==> config.mk <==
export PLATFORM = sky130hd
export DESIGN_NAME = wfc_front
export DESIGN_NICKNAME = d
export VERILOG_FILES = /design/src/rtl/wfc_pkg.sv /design/src/rtl/wfc_front.sv
export SDC_FILE = /design/constraint.sdc
export NUM_CORES = 1
export LEC_CHECK = 0
export BUFFER_PORTS_ARGS = -buffer_cell sky130_fd_sc_hd__buf_4
export CORE_MARGIN = 10
export CORE_UTILIZATION = 51
export DETAILED_ROUTE_END_ITERATION = 6
export PLACE_DENSITY = 0.8
export SYNTH_ARGS = -nofsm -noshare
export SYNTH_HDL_FRONTEND = slang
export SYNTH_SLANG_ARGS = --single-unit
==> constraint.sdc <==
create_clock -name clk -period 2.8 [get_ports clk]
set_input_delay 0.56 -clock clk [delete_from_list [all_inputs] [get_ports clk]]
set_output_delay 0.56 -clock clk [all_outputs]
set_load 0.02 [all_outputs]
==> src/rtl/wfc_pkg.sv <==
// Package for the word frequency counter: shared types and constants.
// Depends on nothing.
`timescale 1ns / 1ps
package wfc_pkg;
	localparam logic [7:0] LC_A = 8'h61;
	localparam logic [7:0] LC_Z = 8'h7a;
	localparam logic [7:0] UC_A = 8'h41;
	localparam logic [7:0] UC_Z = 8'h5a;

	typedef enum logic [0:0] {
		ACT_TEXT = 1'b0,
		ACT_READ = 1'b1
	} action_t;

	typedef enum logic [1:0] {
		CMD_NONE  = 2'd0,
		CMD_WORD  = 2'd1,
		CMD_LONG  = 2'd2,
		CMD_READ  = 2'd3
	} cmd_t;

	typedef struct packed {
		cmd_t        cmd;
		logic [63:0] word;
		logic [3:0]  len;
		logic [7:0]  index;
	} job_t;

	typedef enum logic [2:0] {
		ST_IDLE,
		ST_SEARCH,
		ST_WAIT,
		ST_COMPARE,
		ST_RDWAIT,
		ST_RDOUT
	} back_state_t;

	function automatic logic is_letter(input logic [7:0] c);
		is_letter = (c >= LC_A && c <= LC_Z) || (c >= UC_A && c <= UC_Z);
	endfunction
endpackage

==> src/rtl/wfc_front.sv <==
// Front end: collects letters into the pending word and emits word, too-long and read jobs.
// Depends on wfc_pkg.
`timescale 1ns / 1ps
module wfc_front #(
	parameter int MAX_WORD_LEN = 8
) (
	input  logic             clk,
	input  logic             arst_n,
	input  logic             in_valid,
	input  logic             action,
	input  logic [7:0]       char_code,
	input  logic [7:0]       entry_index,
	input  logic             job_ready,
	output logic             in_ready,
	output logic             job_valid,
	output wfc_pkg::job_t    job
);
	localparam logic [3:0] LIMIT = 4'(MAX_WORD_LEN);
	logic [63:0] word_q;
	logic [3:0]  len_q;
	logic        letter;
	logic        emit;

	assign letter = wfc_pkg::is_letter(char_code);
	always_comb begin
		job.word  = word_q;
		job.len   = len_q;
		job.index = entry_index;
		if (action == wfc_pkg::ACT_READ) begin
			job.cmd = wfc_pkg::CMD_READ;
		end else if (letter || len_q == 4'd0) begin
			job.cmd = wfc_pkg::CMD_NONE;
		end else if (len_q > LIMIT) begin
			job.cmd = wfc_pkg::CMD_LONG;
		end else begin
			job.cmd = wfc_pkg::CMD_WORD;
		end
	end
	assign emit      = job.cmd != wfc_pkg::CMD_NONE;
	assign job_valid = in_valid && emit;
	assign in_ready  = !emit || job_ready;

	always_ff @(posedge clk or negedge arst_n) begin
		if (!arst_n) begin
			word_q <= '0;
			len_q  <= '0;
		end else if (in_valid && in_ready && action == wfc_pkg::ACT_TEXT) begin
			if (letter) begin
				if (len_q < LIMIT) begin
					word_q <= word_q | (64'(char_code) << {len_q[2:0], 3'b000});
					len_q  <= len_q + 4'd1;
				end else begin
					len_q <= LIMIT + 4'd1;
				end
			end else begin
				word_q <= '0;
				len_q  <= '0;
			end
		end
	end
endmodule

After elaboration in Yosys (flattened, before gate mapping). Cells that the tools add are included.

Register bits: 68. Latch bits: 0. RAM bits: 0. Memory bits (read-only): 0. Input bits: 21. Output and inout port bits: 80. Logic and storage cells: 32. Memories: 0.

Add/subtract/negate cells: 1. Multipliers: 0. Div/mod/pow operators: 0. Order comparisons: 6. Equal/unequal tests: 1. Shift operators: 1. Mux-type cells: 7. Bitwise logic cells: 2. Reduce and logical (&&, ||, !) cells: 12.

Operators by type and width (number): 64-bit 2-to-1 mux (2); 64-bit bitwise OR (1); 8-bit by 6-bit left shift with 64-bit output (1); 8-bit by 7-bit >= comparator with 1-bit output (second input constant) (2); 8-bit by 7-bit less-or-equal comparator with 1-bit output (second input constant) (2); 4-bit 2-to-1 mux (2); 2-bit 2-to-1 mux (3); 1-bit logical AND (5); 4-bit by 1-bit adder with 4-bit output (second input constant) (1); 4-bit greater-than comparator (second input constant) (1); 4-bit logical NOT (1); 4-bit < comparator (second input constant) (1); 1-bit logical OR (3); 2-bit by 1-bit != test with 1-bit output (second input constant) (1); 2-bit AND reduction (1); 2-bit nonzero test (1); 1-bit logical NOT (1); 1-bit inverter (1).

Logic depth before layout (Yosys ltp).
Word-level depth: 12. Depth in mapped cells: 8. Gate-level depth less buffers: 6.

Least setup slack after synthesis. Ideal clock, no wire load.

Kind: input-to-output. Start point: input char_code[4]. End point: output in_ready. Arrival: 1.883 ns. Data required time: 2.240 ns. Slack: 0.357 ns. Stages on the path: 5. Buffers on the path: 1. Cell sequence: or4_1 -> o22a_2 -> buf_2 -> a21oi_1 -> o21ai_0.

Longest elaborated chain between the ends: 9. Elaborated cells between the ends (all ways): 13. Those cells by class: order compare (4); mux (2); reduce/logical (7).

RTL lines: start, declared (line wfc_front.sv:11) `input logic [7:0] char_code,`; 8-bit by 7-bit >= comparator with 1-bit output / 8-bit by 7-bit less-or-equal comparator with 1-bit output (equally long branches) (line wfc_pkg.sv:39) `is_letter = (c >= LC_A && c <= LC_Z) || (c >= UC_A && c <= UC_Z);`; 1-bit logical AND (line wfc_pkg.sv:39); 1-bit logical OR (*) (line wfc_pkg.sv:39); 1-bit logical OR (*) (line wfc_front.sv:31) `end else if (letter || len_q == 4'd0) begin`; 2-bit 2-to-1 mux (*) (line wfc_front.sv:31); 2-bit 2-to-1 mux (*) (line wfc_front.sv:29) `if (action == wfc_pkg::ACT_READ) begin`; 2-bit nonzero test (*) (line wfc_front.sv:39) `assign emit = job.cmd != wfc_pkg::CMD_NONE;`; 1-bit logical NOT (*) (line wfc_front.sv:41) `assign in_ready = !emit || job_ready;`; 1-bit logical OR (*) (line wfc_front.sv:41); end, declared (line wfc_front.sv:14) `output logic in_ready,`.

Mark *: on every way between the ends. The rest lies on a longest branch, timed or not.

Worst setup path after layout. Ends and elaborated chain as after synthesis.

==> summary.txt <==
Setup path
  • Worst Path Arrival: 1.93 ns
  • CP max FO: 7
  • Reg2reg setup slack: 0.74 ns
  • Setup crit start kind: input port
  • Worst Setup End Kind: output port
  • Max incr delay on CP: 0.51 ns
  • Crit path cell chain: buf_4, or4_1, o22a_2, a21oi_1, o21ai_0, buf_4
  • Slowest cell on the critical path: or4_1
  • Crit Path Category: in2out
  • Most frequent cell on the critical path: buf_4
  • Worst Path Required: 2.24 ns

Synth
  • Largest cells by area after synthesis: dfrtp_1, a31oi_1, nor3_1, nor2_1, nand2b_1
  • YS warnings: 0
  • Mapped cell area: 3249 um2
  • Synthesized area per cell: 9.529 um2
  • Syn Nets: 364
  • Synth Instances: 341
  • Post-synth ARST share: 100.0%
  • Largest area contributor in the netlist: dfrtp_1
  • Number of synthesized register bits: 68
  • Post-synthesis sequential area ratio: 52.37%
  • Main synth FF type: dfrtp_1
  • Synth top area share: 52.37%
  • Number of synthesized flops with an enable pin: 0
  • Post-synth cell types: 39

STA
  • Rel. slew slack: 43.23%
  • Final clock skew: 0.005045 ns
  • Fmax: 0.4011 GHz
  • Crit path time final: 2.493 ns
  • Final period util: 89.04%
  • Final hold violations: 0
  • RSZ-0062 raised after global routing: false
  • Final max-slew violation count: 0
  • Setup TNS Final: 0 ns
  • Worst Max-Slew Pin Slew: 0.8515 ns
  • Final setup vio count: 0

Outcome
  • Run status: complete, no violations

Route
  • DRT Pass-1 Iters: 4
  • Avg Vias per Cell: 5.810
  • DRT iter0 DRCs: 147
  • Post-route DRC: 0
  • WL/cell: 18.01 um
  • Post-route ant nets: 0
  • Total Routed Length: 8.899 mm
  • Vias: 2870

Power
  • Switching Share: 31.13%
  • Sw power: 0.7836 mW
  • Seq pwr share: 43.0%
  • Pwr Total: 2.517 mW
  • VDD IR-drop max: 448.2 uV
  • Combinational share of power: 20.8%
  • P_int: 1.734 mW
  • Clock group share of total power: 36.2%
  • Lkg Pwr: 1.977 nW
  • PD cells: 613.4 nW/um2

Die
  • Core area: 6277 um2
  • Die ar.: 9964 um2
  • Starting density of the core: 51.76%
  • Die height: 99.82 um
  • Row Count: 29
  • Die X: 99.82 um
  • I/O pins: 101

Clock network
  • CTS tree: built
  • # resized after CTS: 0
  • CTS Sinks: 68
  • Root buffer cell: clkbuf_8
  • Clk slew on worst S/H paths: 0.07 ns
  • CTS Hold Bufs: 0
  • Total CTS buffers: 9
  • Setup Buffers After CTS: 0
  • CTS H-tree lvls: 3
  • Worst skew pair latency: 0.35 ns
  • Deepest clock path buffer count: 2

Final layout
  • Fill cells: 539
  • Final instance area: 4104 um2
  • Ratio of cells with drive above 1 in the final layout: 28.78%
  • Final core utilization: 65.38%
  • ANT cells: 0
  • Synth-to-layout area growth: 26.30%
  • Net count, final: 435

GRT
  • Initial antenna violation count: 0
  • GRT Overall Usage: 17.82%
  • Vias in the first global route: 2894
  • Largest net degree at the start of global routing: 69
  • Total gr overflow: 0
  • First-pass GRT wire length: 14.68 mm

Place
  • Routability Congestion: 0.9384
  • Detailed Place HPWL: 6.180 mm
  • Cell Area, Placed: 3880 um2
  • Input/output buffers: 84

Job
  • Max-Cap Viols: 0

Worst hold path
  • Hold Path Class: in2async
-- cells by family after synthesis --
group           share of synthesized area [%]
mux                                    0.3081
fa+ha+maj                              0.7700
flops                                   52.37
compound gates                          15.86
simple gates                            23.18
buf+inv                                 7.509
-- cell usage after synthesis (2+ instances only) --
cell / n
ha_1: 2
dfrtp_1: 68
buf_1: 2
nand2_1: 5
o21ai_0: 6
inv_1: 12
a211oi_1: 14
a21oi_1: 5
nor2_1: 57
a31oi_1: 41
nor3_1: 43
buf_2: 8
or3b_2: 2
nand4b_1: 2
or2_2: 2
nand2b_1: 20
nor2b_1: 10
buf_4: 14
clkbuf_1: 8
-- cell usage in the layout (no fill, tap or decap), types with 2 or more instances in the layout --
cell type | Yosys | final
o21ai_0 | 6 | 6
a21oi_1 | 5 | 5
dfrtp_1 | 68 | 68
a31oi_1 | 41 | 41
ha_1 | 2 | 2
a211oi_1 | 14 | 14
buf_4 | 14 | 92
clkbuf_8 | 0 | 9
nand4b_1 | 2 | 2
nand2b_1 | 20 | 20
nor2b_1 | 10 | 9
inv_1 | 12 | 12
or2_2 | 2 | 2
buf_12 | 0 | 2
nor3_1 | 43 | 43
nor2_1 | 57 | 57
bufinv_16 | 0 | 2
nand2_1 | 5 | 5
or3b_2 | 2 | 2
clkinvlp_4 | 0 | 3
-- critical path: cells and delay by family --
family,cells,cell delay (ns)
compound gates,3,0.54
simple gates,1,0.51
buf+inv,2,0.31
-- worst paths after layout --
kind | cells after the start | start | endpoint
max | 6 | char_code[4] | in_ready
max reg2reg | 6 | len_q[0] | word_q[25]
min reg2reg | 2 | word_q[43] | word_q[43]
min in group clk | 2 | word_q[43] | word_q[43]
max in group asynchronous | 1 | arst_n | len_q[1]
min | 1 | arst_n | word_q[50]
-- through the flow --
stage                     hold WS (ns)  worst slack [ns]  instances
final                           0.3073            0.3067        494
after global routing            0.3781            0.2461        494
after CTS                       0.3516            0.3028        494
after detailed placement        0.4883            0.3046        478
after global placement          0.4815            0.3427        478
after floorplan                 0.2644            0.3573        341
-- layer usage --
layer	vias up	share of wire, %	global-route usage, %
met4	0	1.6	7.056
met3	17	9.3	6.387
met1	1394	42	22.66
li1	1349	-	-
met5	-	0	0
met2	110	47	27.03
-- power groups by stage --
stage | Combinational (mW) | Clock, mW | Sequential (mW)
6_report | 0.524 | 0.910 | 1.08
5_1_grt | 0.574 | 0.962 | 1.09
4_1_cts | 0.527 | 0.920 | 1.08
3_5_place_dp | 0.526 | 0 | 1.10
3_3_place_gp | 0.517 | 0 | 1.10
2_1_floorplan | 0.286 | 0 | 1.15
-- registers in the layout, summed over array words and instances, names as in the netlist --
register / count
word_q: 64
len_q: 4
-- layout make-up --
class                           count  area [um2]  area share [%]
Timing Repair Buffer               94       730.7           17.80
Multi-Input combinational cell    227        1306           31.83
Tap cell                           77       96.34           2.348
Inverter                           12       45.04           1.098
Clock buffer                        9       123.9           3.018
Sequential cell                    68        1702           41.46
Clock inverter                      7       100.1           2.439
Power figures use the tool's default switching activity.
