File: src/rtl/wfc_pkg.sv
// Package for the word frequency counter: shared types and constants.
// Depends on nothing.
`timescale 1ns / 1ps
package wfc_pkg;
	localparam logic [7:0] LC_A = 8'h61;
	localparam logic [7:0] LC_Z = 8'h7a;
	localparam logic [7:0] UC_A = 8'h41;
	localparam logic [7:0] UC_Z = 8'h5a;

	typedef enum logic [0:0] {
		ACT_TEXT = 1'b0,
		ACT_READ = 1'b1
	} action_t;

	typedef enum logic [1:0] {
		CMD_NONE  = 2'd0,
		CMD_WORD  = 2'd1,
		CMD_LONG  = 2'd2,
		CMD_READ  = 2'd3
	} cmd_t;

	typedef struct packed {
		cmd_t        cmd;
		logic [63:0] word;
		logic [3:0]  len;
		logic [7:0]  index;
	} job_t;

	typedef enum logic [2:0] {
		ST_IDLE,
		ST_SEARCH,
		ST_WAIT,
		ST_COMPARE,
		ST_RDWAIT,
		ST_RDOUT
	} back_state_t;

	function automatic logic is_letter(input logic [7:0] c);
		is_letter = (c >= LC_A && c <= LC_Z) || (c >= UC_A && c <= UC_Z);
	endfunction
endpackage

File: src/rtl/wfc_queue.sv
// Two-entry job queue between front and back end.
// Depends on wfc_pkg.
`timescale 1ns / 1ps
module wfc_queue (
	input  logic          clk,
	input  logic          arst_n,
	input  logic          wr_valid,
	input  wfc_pkg::job_t wr_job,
	output logic          wr_ready,
	output logic          rd_valid,
	output wfc_pkg::job_t rd_job,
	input  logic          rd_ready
);
	wfc_pkg::job_t slot_q [2];
	logic       wp_q, rp_q;
	logic [1:0] cnt_q;
	logic       wr, rd;

	assign wr_ready = cnt_q != 2'd2;
	assign rd_valid = cnt_q != 2'd0;
	assign rd_job   = slot_q[rp_q];
	assign wr = wr_valid && wr_ready;
	assign rd = rd_valid && rd_ready;

	always_ff @(posedge clk) begin
		if (wr) begin
			slot_q[wp_q] <= wr_job;
		end
	end
	always_ff @(posedge clk or negedge arst_n) begin
		if (!arst_n) begin
			wp_q  <= 1'b0;
			rp_q  <= 1'b0;
			cnt_q <= 2'd0;
		end else begin
			if (wr) begin
				wp_q <= !wp_q;
			end
			if (rd) begin
				rp_q <= !rp_q;
			end
			cnt_q <= cnt_q + {1'b0, wr} - {1'b0, rd};
		end
	end
endmodule

File: config.mk
export PLATFORM = sky130hd
export DESIGN_NAME = wfc_queue
export DESIGN_NICKNAME = d
export VERILOG_FILES = /design/src/rtl/wfc_pkg.sv /design/src/rtl/wfc_queue.sv
export SDC_FILE = /design/constraint.sdc
export NUM_CORES = 1
export LEC_CHECK = 0
export CORE_AREA = 2 2 133 96
export DETAILED_ROUTE_END_ITERATION = 16
export DIE_AREA = 0 0 135 98
export DONT_BUFFER_PORTS = 1
export MAX_ROUTING_LAYER = met4
export PLACE_DENSITY = 0.68
export SYNTH_ARGS = -nofsm -noshare
export SYNTH_HDL_FRONTEND = slang
export SYNTH_SLANG_ARGS = --single-unit
File: constraint.sdc
create_clock -name clk -period 4.2 [get_ports clk]
set_input_delay 0.21 -clock clk [delete_from_list [all_inputs] [get_ports clk]]
set_output_delay 0.21 -clock clk [all_outputs]
set_load 0.02 [all_outputs]
After elaboration in Yosys (flattened, before gate mapping):

Memory sizes are Yosys's and may differ from the RTL's.
Cells that the tools add are included.

* flip-flop bits (word level): 4
* memory bits (writable): 156
* logic and storage cells: 14
* memories: 1

* add/sub/neg operators: 2
* equality and inequality tests: 1
* muxes and demuxes: 2
* reductions and logical operators: 5

Memory list
* slot_q: depth 2, bits a word 78, read ports 1, clocked after Yosys merged registers in 0, wr ports 1, RTL line wfc_queue.sv:14 `wfc_pkg::job_t slot_q [2];`

Operators by type and width (number)
* 2-bit by 1-bit adder with 2-bit output: 1
* 1-bit logical AND: 2
* 1-bit zero test: 2
* 1-bit 2-to-1 mux: 2
* 2-bit inequality test (second input constant): 1
* 2-bit nonzero test: 1
* 2-bit by 1-bit subtractor with 2-bit output: 1

Longest topological paths before layout:

Gate-level depths: netlist (run 1).

* depth in word-level cells: 4
* gate-level depth with buffers: 5
* depth with buffers taken out: 5

Worst setup path after synthesis (run 1):

No wires, ideal clock.

* path kind: flip-flop to flip-flop
* start point: reg cnt_q[0]
* end point: mem slot_q[0][0] (netlist name) (enable)
* setup time: 515 ps
* arrival time: 4043 ps
* required time: 3685 ps
* slack: -358 ps
* cell stages (with the launch flop): 4
* buffers on the path: 0
* clock period less this slack: 4558 ps
* path through: dfrtp_1 -> nand2b_1 -> nand2_1 -> nor2_1

* word-level cells in the longest chain between the ends: 4

RTL lines
* from (decl): RTL line wfc_queue.sv:16 `logic [1:0] cnt_q;`
* from (signal assigned): RTL line wfc_queue.sv:42 `cnt_q <= cnt_q + {1'b0, wr} - {1'b0, rd};`
* 2-bit inequality test: RTL line wfc_queue.sv:19 `assign wr_ready = cnt_q != 2'd2;`
* named net wr_ready: RTL line wfc_queue.sv:9 `output logic wr_ready,`
* 1-bit logical AND: RTL line wfc_queue.sv:22 `assign wr = wr_valid && wr_ready;`
* 1-bit 2-to-1 mux: RTL line wfc_queue.sv:26 `if (wr) begin`
* 1-bit 2-to-1 mux (not written as such): RTL line wfc_queue.sv:27 `slot_q[wp_q] <= wr_job;`
* to (decl): RTL line wfc_queue.sv:14

The timed path passes the listed nets, and every way through them passes these cells.

==> impl_metrics.py, run 1 <==
metrics = {
    "status": {
        "status": "complete, no violations",
    },
    "die": {
        "die_h_um": 98,
        "dieWidth_um": 135,
        "core_area_um2": 12100,
        "start_util_pct": 48.7,
        "rows": 34,
        "io_pins": 162,
        "die-area_um2": 13200,
    },
    "cells_and_area": {
        "regArea_um2": 4790,
        "finalInstanceArea_um2": 7420,
        "fillers": 853,
        "drive_gt1_share_pct": 30.8,
        "final_cells": 532,
        "multi_input_area_um2": 1050,
        "layout.nets": 440,
        "area_delta_synth_final_pct": 26.0,
        "antenna_cells": 0,
    },
    "timing": {
        "rsz0062_at_grt": "no",
        "setup_viol": 0,
        "fmax_mhz": 430,
        "finalHoldViolCount": 0,
        "final.setup.tns_ps": 0,
        "clock_skew_ps": 6.30,
        "fin_crit_sh_pct": 55.4,
        "setup_ws_ps": 1870,
        "drv_slew": 0,
        "period_needed_ps": 2330,
        "worstMarginPinSlew_ps": 1120,
        "slew_headroom_pct": 25.6,
    },
    "worst_setup_path": {
        "required_ps": 3990,
        "cp_data_arrival_time_ps": 2120,
        "cp_cell_sequence": "mux2_2",
        "worstSetupPathType": "flip-flop to output pin",
        "reg2reg_slack_ps": 2070,
        "worstSetupStartpointType": "flip-flop",
        "cp_top_family": "flip-flops",
        "worstSetupEndpointType": "output pin",
        "reg2reg_from": "cnt_q[0]$_DFF_PN0_",
        "rr_worst_depth": 2,
        "cpMaxStageDelayCell": "dfrtp_4",
        "path_buf_inv": 0,
        "r2r_end": "slot_q[1][50]$_DFFE_PP_",
        "cp_num_cells": 1,
        "critPathMaxFanout": 79,
        "slowest_delay_ps": 1140,
    },
    "route": {
        "drc": 0,
        "drt_iter0_markers": 128,
        "dr.pass1.iters": 4,
        "viasPerCell": 5.14,
        "routed_wl_um": 10000,
        "ant_nets": 0,
        "vias": 2733,
        "wl_per_cell_um": 18.8,
    },
    "global_routing": {
        "grt_overflow_total": 0,
        "grt_pass1_wl_um": 15100,
        "use_met1_pct": 18.7,
        "grt.busiest_layer": "met2",
        "antenna_found_initial": 0,
        "grt_pass1_vias": 2970,
        "grt_max_degree": 80,
        "grt_use_met2_pct": 24.7,
        "gr-usage-met3_pct": 6.39,
        "grt.total_usage_pct": 15.9,
    },
    "min_path": {
        "worstHoldEndpoint": "wp_q$_DFFE_PN0P_",
        "hold_path_depth": 2,
        "holdCritStartpoint": "wr_valid",
        "hold_class": "primary input to flip-flop",
    },
    "pwr": {
        "p_leak_nw": 2.50,
        "power_density_nw_per_um2": 705,
        "ir_drop_uv": 864,
    },
    "run": {
        "drv_cap": 0,
    },
    "yosys": {
        "ys_ff_latch": 160,
        "yosysTopAreaCell": "edfxtp_1",
        "seq_area_frac_synth_pct": 81.3,
        "synthArstFlopShare_pct": 2.50,
        "ys_types": 19,
        "yosysWarnings": 0,
        "netlist_area_um2": 5890,
        "synth_area_per_cell_um2": 22.2,
        "synth_cells": 265,
        "yosysTopAreaCellShare_pct": 79.6,
        "syn_nets": 348,
        "synth_area_leaders": "edfxtp_1 (80%), mux2_2 (13%), mux2_4 (2.6%)",
        "synth_edf_count": 156,
        "synth_top_flop_cell": "edfxtp_1",
    },
    "placed_design": {
        "place_congestion": 0.692,
        "io_buffer_count": 0,
        "dp_slack_ps": 2060,
        "placed_area_um2": 6060,
        "dp_cells": 420,
        "hpwl_um": 5690,
    },
    "clocking": {
        "cts_resized": 0,
        "clkLatencyLatePin_ps": 400,
        "cts_tree": "built",
        "path_clk_slew_ps": 60,
        "clock_sinks": 160,
        "cts_buffers": 17,
        "cts-root-buf": "clkbuf_16",
        "clock_path_buffers": 2,
        "htreeDepth": 4,
    },
}
## metal layers
layer	vias up	part of all wire (%)
li1	1236	-
met2	120	48
met1	1362	42
met4	0	1.5
met5	-	0
met3	15	8.6
## power breakdown
group	internal, mW	switching, mW	leakage [nW]
clock	0.823	0.604	0.257
combinational	0.513	0.854	0.741
sequential	2.19	0.245	1.50
## registers in the layout, indices dropped and copies added, names as in the netlist
name,cells
slot_q,156
cnt_q,2
rp_q,1
wp_q,1
## layout make-up
type | count | share of cell area, %
well taps | 162 | 2.73
flip-flops and latches | 160 | 64.6
clock inverters | 14 | 1.75
repair buffers | 82 | 11.0
multi-input cells | 96 | 14.2
clock buffers | 18 | 5.79
## synth_stat cells, types with 2 or more instances
library cell and count:
edfxtp_1 156, mux2_2 68, mux2_4 10, buf_2 6, dfrtp_1 4, buf_6 3
nor2_1 3, xnor2_1 3, nand2_1 2
## logic make-up after synthesis
family	after synthesis	share of synthesized area [%]
adder cells (fa/ha/maj)	1	0.213
flip-flops	160	81.3
XOR/XNOR	3	0.447
multiplexers	78	15.6
AO/OA/AOI/OAI	3	0.404
buffers and inverters	9	1.08
AND/OR/NAND/NOR	11	0.999
## worst reg2reg max path, stage by stage (launching register included)
cell	delay, ps
dfrtp_1	420
nand2b_1	310
and3_4	960
## cell usage in the layout, fill, tap and decap left out, types with 2 or more instances in the layout
cell	synthesis	layout
buf_4	0	2
clkbuf_16	0	17
clkinv_1	0	2
clkinvlp_4	0	5
dfrtp_1	4	3
dlygate4sd3_1	0	80
edfxtp_1	156	156
inv_6	0	4
mux2_2	68	68
mux2_4	10	10
nand2_1	2	2
nor2_1	3	2
xnor2_1	3	3
## metrics by stage
stage          hold slack [ps]  total power, mW  util [%]
3_5_place_dp             -85.5             3.78      50.1
3_3_place_gp             -85.5             3.75      50.1
6_report                  40.6             5.23      61.4
4_1_cts                   19.2             5.28      61.4
5_1_grt                   61.2             5.44      61.4
2_1_floorplan            -85.6             3.59         -
## worst max path at each step
stage | endpoint | start
2_1_floorplan | slot_q[0][0]$_DFFE_PP_ | cnt_q[0]$_DFF_PN0_
3_3_place_gp | slot_q[1][10]$_DFFE_PP_ | cnt_q[0]$_DFF_PN0_
3_5_place_dp | slot_q[1][58]$_DFFE_PP_ | cnt_q[0]$_DFF_PN0_
4_1_cts | rd_job[52] | rp_q$_DFFE_PN0P_
5_1_grt | rd_job[40] | rp_q$_DFFE_PN0P_
6_report | rd_job[50] | rp_q$_DFFE_PN0P_
## timing repair
action / CTS / global route
hold buffers: 80 / 0
hold endpoints to repair: 161 / 0
buffers inserted: 0 / 0
setup endpoints to repair: 0 / 0
Note: power is estimated with default switching activity, not from simulation.
==> run 2, diff against run 1 <==
- PLACE_DENSITY: 0.68 -> 0.65
- clock period: 4.2 -> 2.15 ns (I/O delays scaled with it)
==> run 2 against run 1 <==
  * Sequential cell count unchanged
  * First-iteration DRC count decreased by 10%
  * Power increased by 100%
  * Setup slack got worse by 1700 ps
  * Critical endpoint is now rd_job[53]
  * Largest power group unchanged
  * Highest routed layer unchanged
==> impl_metrics.py, run 2 (synthesized netlist as in run 1, its figures left out) <==
metrics = {
    "status": {
        "status": "complete, no violations",
    },
    "clocking": {
        "cts-root-buf": "clkbuf_16",
        "clkLatencyLatePin_ps": 400,
        "cts_resized": 0,
        "clock_sinks": 160,
        "clock_path_buffers": 2,
        "cts_tree": "built",
        "path_clk_slew_ps": 60,
        "htreeDepth": 4,
        "postCtsSetupBuffers": 0,
        "cts_buffers": 17,
    },
    "placed_design": {
        "io_buffer_count": 0,
        "hpwl_um": 5990,
        "dp_slack_ps": 634,
        "place_congestion": 0.724,
        "dp_cells": 424,
    },
    "pwr": {
        "p_clk_share_pct": 28.2,
        "p_leak_nw": 2.58,
        "swShare_pct": 31.5,
        "ir_drop_uv": 788,
        "p_seq_share_pct": 43.2,
        "p_comb_share_pct": 28.7,
        "power_density_nw_per_um2": 1390,
        "p_sw_mw": 3.31,
        "internal-power_mw": 7.22,
    },
    "worst_setup_path": {
        "cp_num_cells": 2,
        "startpoint": "rp_q$_DFFE_PN0P_",
        "worstSetupPathType": "flip-flop to output pin",
        "cp_top_family": "flip-flops",
        "reg2reg_slack_ps": 650,
        "worstSetupEndpointType": "output pin",
        "slowest_delay_ps": 650,
        "required_ps": 2040,
        "cp_cell_sequence": "buf_12 > mux2_2",
        "reg2reg_from": "cnt_q[0]$_DFF_PN0_",
        "cpMaxStageDelayCell": "dfrtp_4",
        "critPathMaxFanout": 41,
        "cp_data_arrival_time_ps": 1830,
        "r2r_end": "slot_q[0][9]$_DFFE_PP_",
        "path_buf_inv": 1,
        "worstSetupEndpoint": "rd_job[53]",
        "worstSetupStartpointType": "flip-flop",
        "rr_worst_depth": 4,
    },
    "global_routing": {
        "grt_max_degree": 42,
        "grt_overflow_total": 0,
        "grt_pass1_wl_um": 15000,
        "grt_pass1_vias": 2948,
        "antenna_found_initial": 0,
        "grt.total_usage_pct": 15.8,
    },
    "cells_and_area": {
        "regMostFlops": "slot_q",
        "multi_input_area_um2": 1060,
        "area_delta_synth_final_pct": 28.8,
        "largestRegisters": "slot_q: 156 flops, cnt_q: 2 flops",
        "antenna_cells": 0,
        "final_common_cell": "edfxtp_1",
        "final_cell_mix": "edfxtp_1 (156), dlygate4sd3_1 (82), mux2_2 (68)",
        "largest_reg_flops": 156,
        "layout.nets": 446,
        "fillers": 834,
        "regArea_um2": 4790,
        "final_cells": 538,
        "drive_gt1_share_pct": 31.6,
        "utilization_pct": 62.7,
    },
    "timing": {
        "fin_crit_sh_pct": 90.0,
        "setup_ws_ps": 216,
        "setup_viol": 0,
        "drv_slew": 0,
        "clock_skew_ps": 4.56,
        "rsz0062_at_grt": "no",
        "period_needed_ps": 1930,
        "finalHoldViolCount": 0,
        "holdWs_ps": 105,
        "worstMarginPinSlew_ps": 363,
        "slew_headroom_pct": 75.8,
        "fmax_mhz": 517,
    },
    "route": {
        "vias": 2730,
        "drt_iter0_markers": 115,
        "wl_per_cell_um": 18.8,
        "viasPerCell": 5.07,
        "ant_nets": 0,
        "routed_wl_um": 10100,
        "dr.pass1.iters": 4,
        "drc": 0,
    },
    "die": {
        "core_area_um2": 12100,
        "dieWidth_um": 135,
        "die-area_um2": 13200,
        "start_util_pct": 48.7,
        "io_pins": 162,
        "rows": 34,
        "die_h_um": 98,
    },
    "min_path": {
        "hold_class": "primary input to flip-flop",
    },
    "run": {
        "drv_cap": 0,
    },
}
## run 2: changes by cell type in the layout (fill, tap and decap cells not counted), sizes merged
| cell | before | now |
|---|---|---|
| bufinv | 1 | 3 |
| inv | 5 | 1 |
| clkinv | 3 | 8 |
| buf | 2 | 6 |
| dlygate4sd3 | 80 | 82 |
| clkinvlp | 5 | 2 |
## run 2: per-stage QoR
step / setup TNS, ps / total power, mW / area [um2]
2_1_floorplan: -6680 / 7.00 / 5910
3_3_place_gp: 0 / 7.47 / 6160
3_5_place_dp: 0 / 7.50 / 6160
4_1_cts: 0 / 10.6 / 7580
5_1_grt: 0 / 11.0 / 7580
6_report: 0 / 10.5 / 7580
## run 2: timing repair
action | in CTS | in global routing
hold buffers | 82 | 0
endpoints found under the hold margin | 164 | 0
endpoints found under the setup margin | 0 | 0
## run 2: area by class of cell
cell class	instances	area share, %
Clock inverter	14	2.18
Multi-Input combinational cell	96	14.0
Tap cell	162	2.67
Timing Repair Buffer	88	12.3
Sequential cell	160	63.2
Clock buffer	18	5.66
## run 2: how the worst min path moves through the flow
stage | from | to | slack [ps] | cells after the start
after floorplan | arst_n | cnt_q[0]$_DFF_PN0_ | -190 | 0
after CTS | wr_valid | cnt_q[0]$_DFF_PN0_ | 60 | 4
after global placement | arst_n | cnt_q[0]$_DFF_PN0_ | -190 | 0
after detailed placement | arst_n | cnt_q[0]$_DFF_PN0_ | -190 | 0
final | rd_ready | cnt_q[0]$_DFF_PN0_ | 100 | 4
after global routing | rd_ready | cnt_q[1]$_DFF_PN0_ | 140 | 3
## run 2: power groups by stage
| stage | clock [mW] | combinational (mW) | sequential [mW] |
|---|---|---|---|
| floorplan | 0 | 2.54 | 4.47 |
| global placement | 0 | 2.88 | 4.59 |
| detailed placement | 0 | 2.90 | 4.61 |
| CTS | 3.02 | 3.05 | 4.54 |
| global route | 3.17 | 3.19 | 4.61 |
| finish | 2.96 | 3.02 | 4.54 |
## run 2: worst reg2reg max path, delay by kind of cell, from the launching register on
kind / cells / cell delay [ps]
AND/OR/NAND/NOR: 3 / 460
flip-flops: 1 / 440
buffers and inverters: 1 / 250
## run 2: routing by layer
layer / up-vias / track usage (%) / wire [um]
met1: 1345 / 17.5 / 4200
met3: 16 / 7.27 / 943
met5: - / - / 0
met4: 0 / 6.81 / 149
met2: 119 / 24.8 / 4840
li1: 1250 / - / -
==> run 3, diff against run 2 <==
- CORE_AREA: 2 2 133 96 -> 2 2 120 87
- DIE_AREA: 0 0 135 98 -> 0 0 122 89
- PLACE_DENSITY: 0.65 -> 0.78
==> run 3 against run 2 <==
  * Clock power fell by 6%
  * Register-to-register slack got worse by 240 ps
  * Cell count fell by 6.3%
  * Fmax rose by 1.1%
  * Critical path depth did not move
  * Sequential share of layout area rose by 0.63 points
  * Wire length rose by 5.8%
  * Setup slack improved by 21 ps
  * Clock skew rose by 7.3 ps
  * Cell area fell by 0.99%
  * Die area fell by 18%
==> impl_metrics.py, run 3 (synthesized netlist as in run 1, its figures left out) <==
metrics = {
    "pwr": {
        "internal-power_mw": 7.11,
        "p_sw_mw": 3.33,
        "ir_drop_uv": 1060,
        "p_clk_share_pct": 26.8,
        "power_mw": 10.4,
        "swShare_pct": 31.9,
        "p_comb_share_pct": 29.5,
        "power_density_nw_per_um2": 1390,
        "p_seq_share_pct": 43.7,
        "p_leak_nw": 2.57,
    },
    "global_routing": {
        "antenna_found_initial": 0,
        "grt_overflow_total": 0,
        "grt_max_degree": 43,
        "grt.total_usage_pct": 20.7,
        "grt_pass1_vias": 2934,
        "grt_pass1_wl_um": 15500,
    },
    "cells_and_area": {
        "regMostFlops": "slot_q",
        "largestRegisters": "slot_q: 156 flops, cnt_q: 2 flops",
        "drive_gt1_share_pct": 31.9,
        "final_cell_mix": "edfxtp_1 (156), dlygate4sd3_1 (82), mux2_2 (68)",
        "antenna_cells": 0,
        "area_delta_synth_final_pct": 27.5,
        "layout.nets": 448,
        "final_common_cell": "edfxtp_1",
        "largest_reg_flops": 156,
    },
    "placed_design": {
        "io_buffer_count": 0,
        "place_congestion": 0.696,
        "hpwl_um": 6190,
    },
    "route": {
        "routed_wl_um": 10700,
        "dr.pass1.iters": 5,
        "drt_iter0_markers": 178,
        "viasPerCell": 5.47,
        "drc": 0,
        "ant_nets": 0,
        "vias": 2759,
        "wl_per_cell_um": 21.3,
    },
    "die": {
        "die-area_um2": 10900,
        "start_util_pct": 61.5,
        "die_h_um": 89,
        "rows": 30,
        "dieWidth_um": 122,
        "core_area_um2": 9570,
        "io_pins": 162,
    },
    "clocking": {
        "cts_tree": "built",
        "clock_sinks": 160,
        "clock_path_buffers": 2,
        "cts_buffers": 17,
        "cts-root-buf": "clkbuf_16",
        "clkLatencyLatePin_ps": 410,
        "cts_resized": 0,
        "htreeDepth": 4,
        "path_clk_slew_ps": 60,
    },
    "worst_setup_path": {
        "slowest_delay_ps": 670,
        "cp_top_family": "flip-flops",
        "worstSetupStartpointType": "flip-flop",
        "critPathMaxFanout": 28,
        "required_ps": 2040,
        "cpMaxStageDelayCell": "dfrtp_4",
        "cp_cell_sequence": "buf_12 > mux2_2",
        "worstSetupPathType": "flip-flop to output pin",
        "path_buf_inv": 1,
        "cp_data_arrival_time_ps": 1810,
        "worstSetupEndpointType": "output pin",
    },
    "timing": {
        "clock_skew_ps": 11.9,
        "worstMarginPinSlew_ps": 483,
        "holdWs_ps": 10.6,
        "period_needed_ps": 1910,
        "finalHoldViolCount": 0,
        "rsz0062_at_grt": "no",
        "drv_slew": 0,
        "setup_viol": 0,
        "slew_headroom_pct": 67.8,
        "fmax_mhz": 523,
        "fin_crit_sh_pct": 89.0,
    },
    "run": {
        "drv_cap": 0,
    },
    "status": {
        "status": "complete, no violations",
    },
    "min_path": {
        "hold_class": "primary input to flip-flop",
    },
}
run 3: cell count changes in the layout (fill, tap and decap cells not counted), sizes merged:
| cell | previous run | this run |
|---|---|---|
| buf | 6 | 8 |
| bufinv | 3 | 2 |
| clkbuf | 18 | 19 |
| clkinv | 8 | 6 |
| clkinvlp | 2 | 3 |
| inv | 1 | 0 |
run 3: cell type report:
type                    count  area [um2]
fillers                   516        2070
flip-flops and latches    160        4790
clock buffers              19         433
well taps                 128         160
multi-input cells          96        1060
clock inverters            11         119
repair buffers             90         938
run 3: metal layers:
layer / vias up / wire length, um / track usage [%]
met5: - / 0 / -
met4: 0 / 38 / 6.27
met3: 5 / 900 / 8.23
met2: 116 / 5550 / 35.3
met1: 1387 / 4230 / 22.9
li1: 1251 / - / -
run 3: path summary, 6_finish.rpt:
check	start	end	slack, ps	cells after the start
worst max-delay path	rp_q$_DFFE_PN0P_	rd_job[46]	240	2
worst min-delay path	rd_ready	cnt_q[0]$_DFF_PN0_	10	3
worst max register to register	cnt_q[0]$_DFF_PN0_	slot_q[1][11]$_DFFE_PP_	410	3
worst min register to register	wp_q$_DFFE_PN0P_	wp_q$_DFFE_PN0P_	560	1
max in group asynchronous	arst_n	rp_q$_DFFE_PN0P_	1450	2
min in group asynchronous	arst_n	wp_q$_DFFE_PN0P_	510	2
run 3: what timing repair did:
action / in CTS / in global routing
endpoints found under the setup margin: 0 / 23
hold buffers: 82 / 0
setup buffers: 0 / 1
hold endpoints to repair: 163 / 0
run 3: power groups by stage:
stage	logic, mW	clock network [mW]	registers, mW
finish	3.08	2.79	4.57
floorplan	2.54	0	4.47
detailed placement	2.83	0	4.68
CTS	2.98	2.81	4.61
global placement	2.81	0	4.63
global route	3.25	2.97	4.63
run 3: stage by stage:
stage / setup slack, ps / area [um2] / cells / setup TNS, ps / util [%]
6_report: 237 / 7500 / 504 / 0 / 78.4
4_1_cts: 50.3 / 7480 / 503 / 0 / 78.1
5_1_grt: 176 / 7500 / 504 / 0 / 78.4
3_3_place_gp: 479 / 6100 / 391 / 0 / 63.8
3_5_place_dp: 424 / 6100 / 391 / 0 / 63.8
2_1_floorplan: -85.7 / 5910 / 265 / -6680 / -
run 3: tightest hold or removal path: cells and delay by family:
kind / cells / cell delay (ps)
adders and majority gates: 1 / 120
and+or+nand+nor: 1 / 100
AOI/OAI and AO/OA: 1 / 60
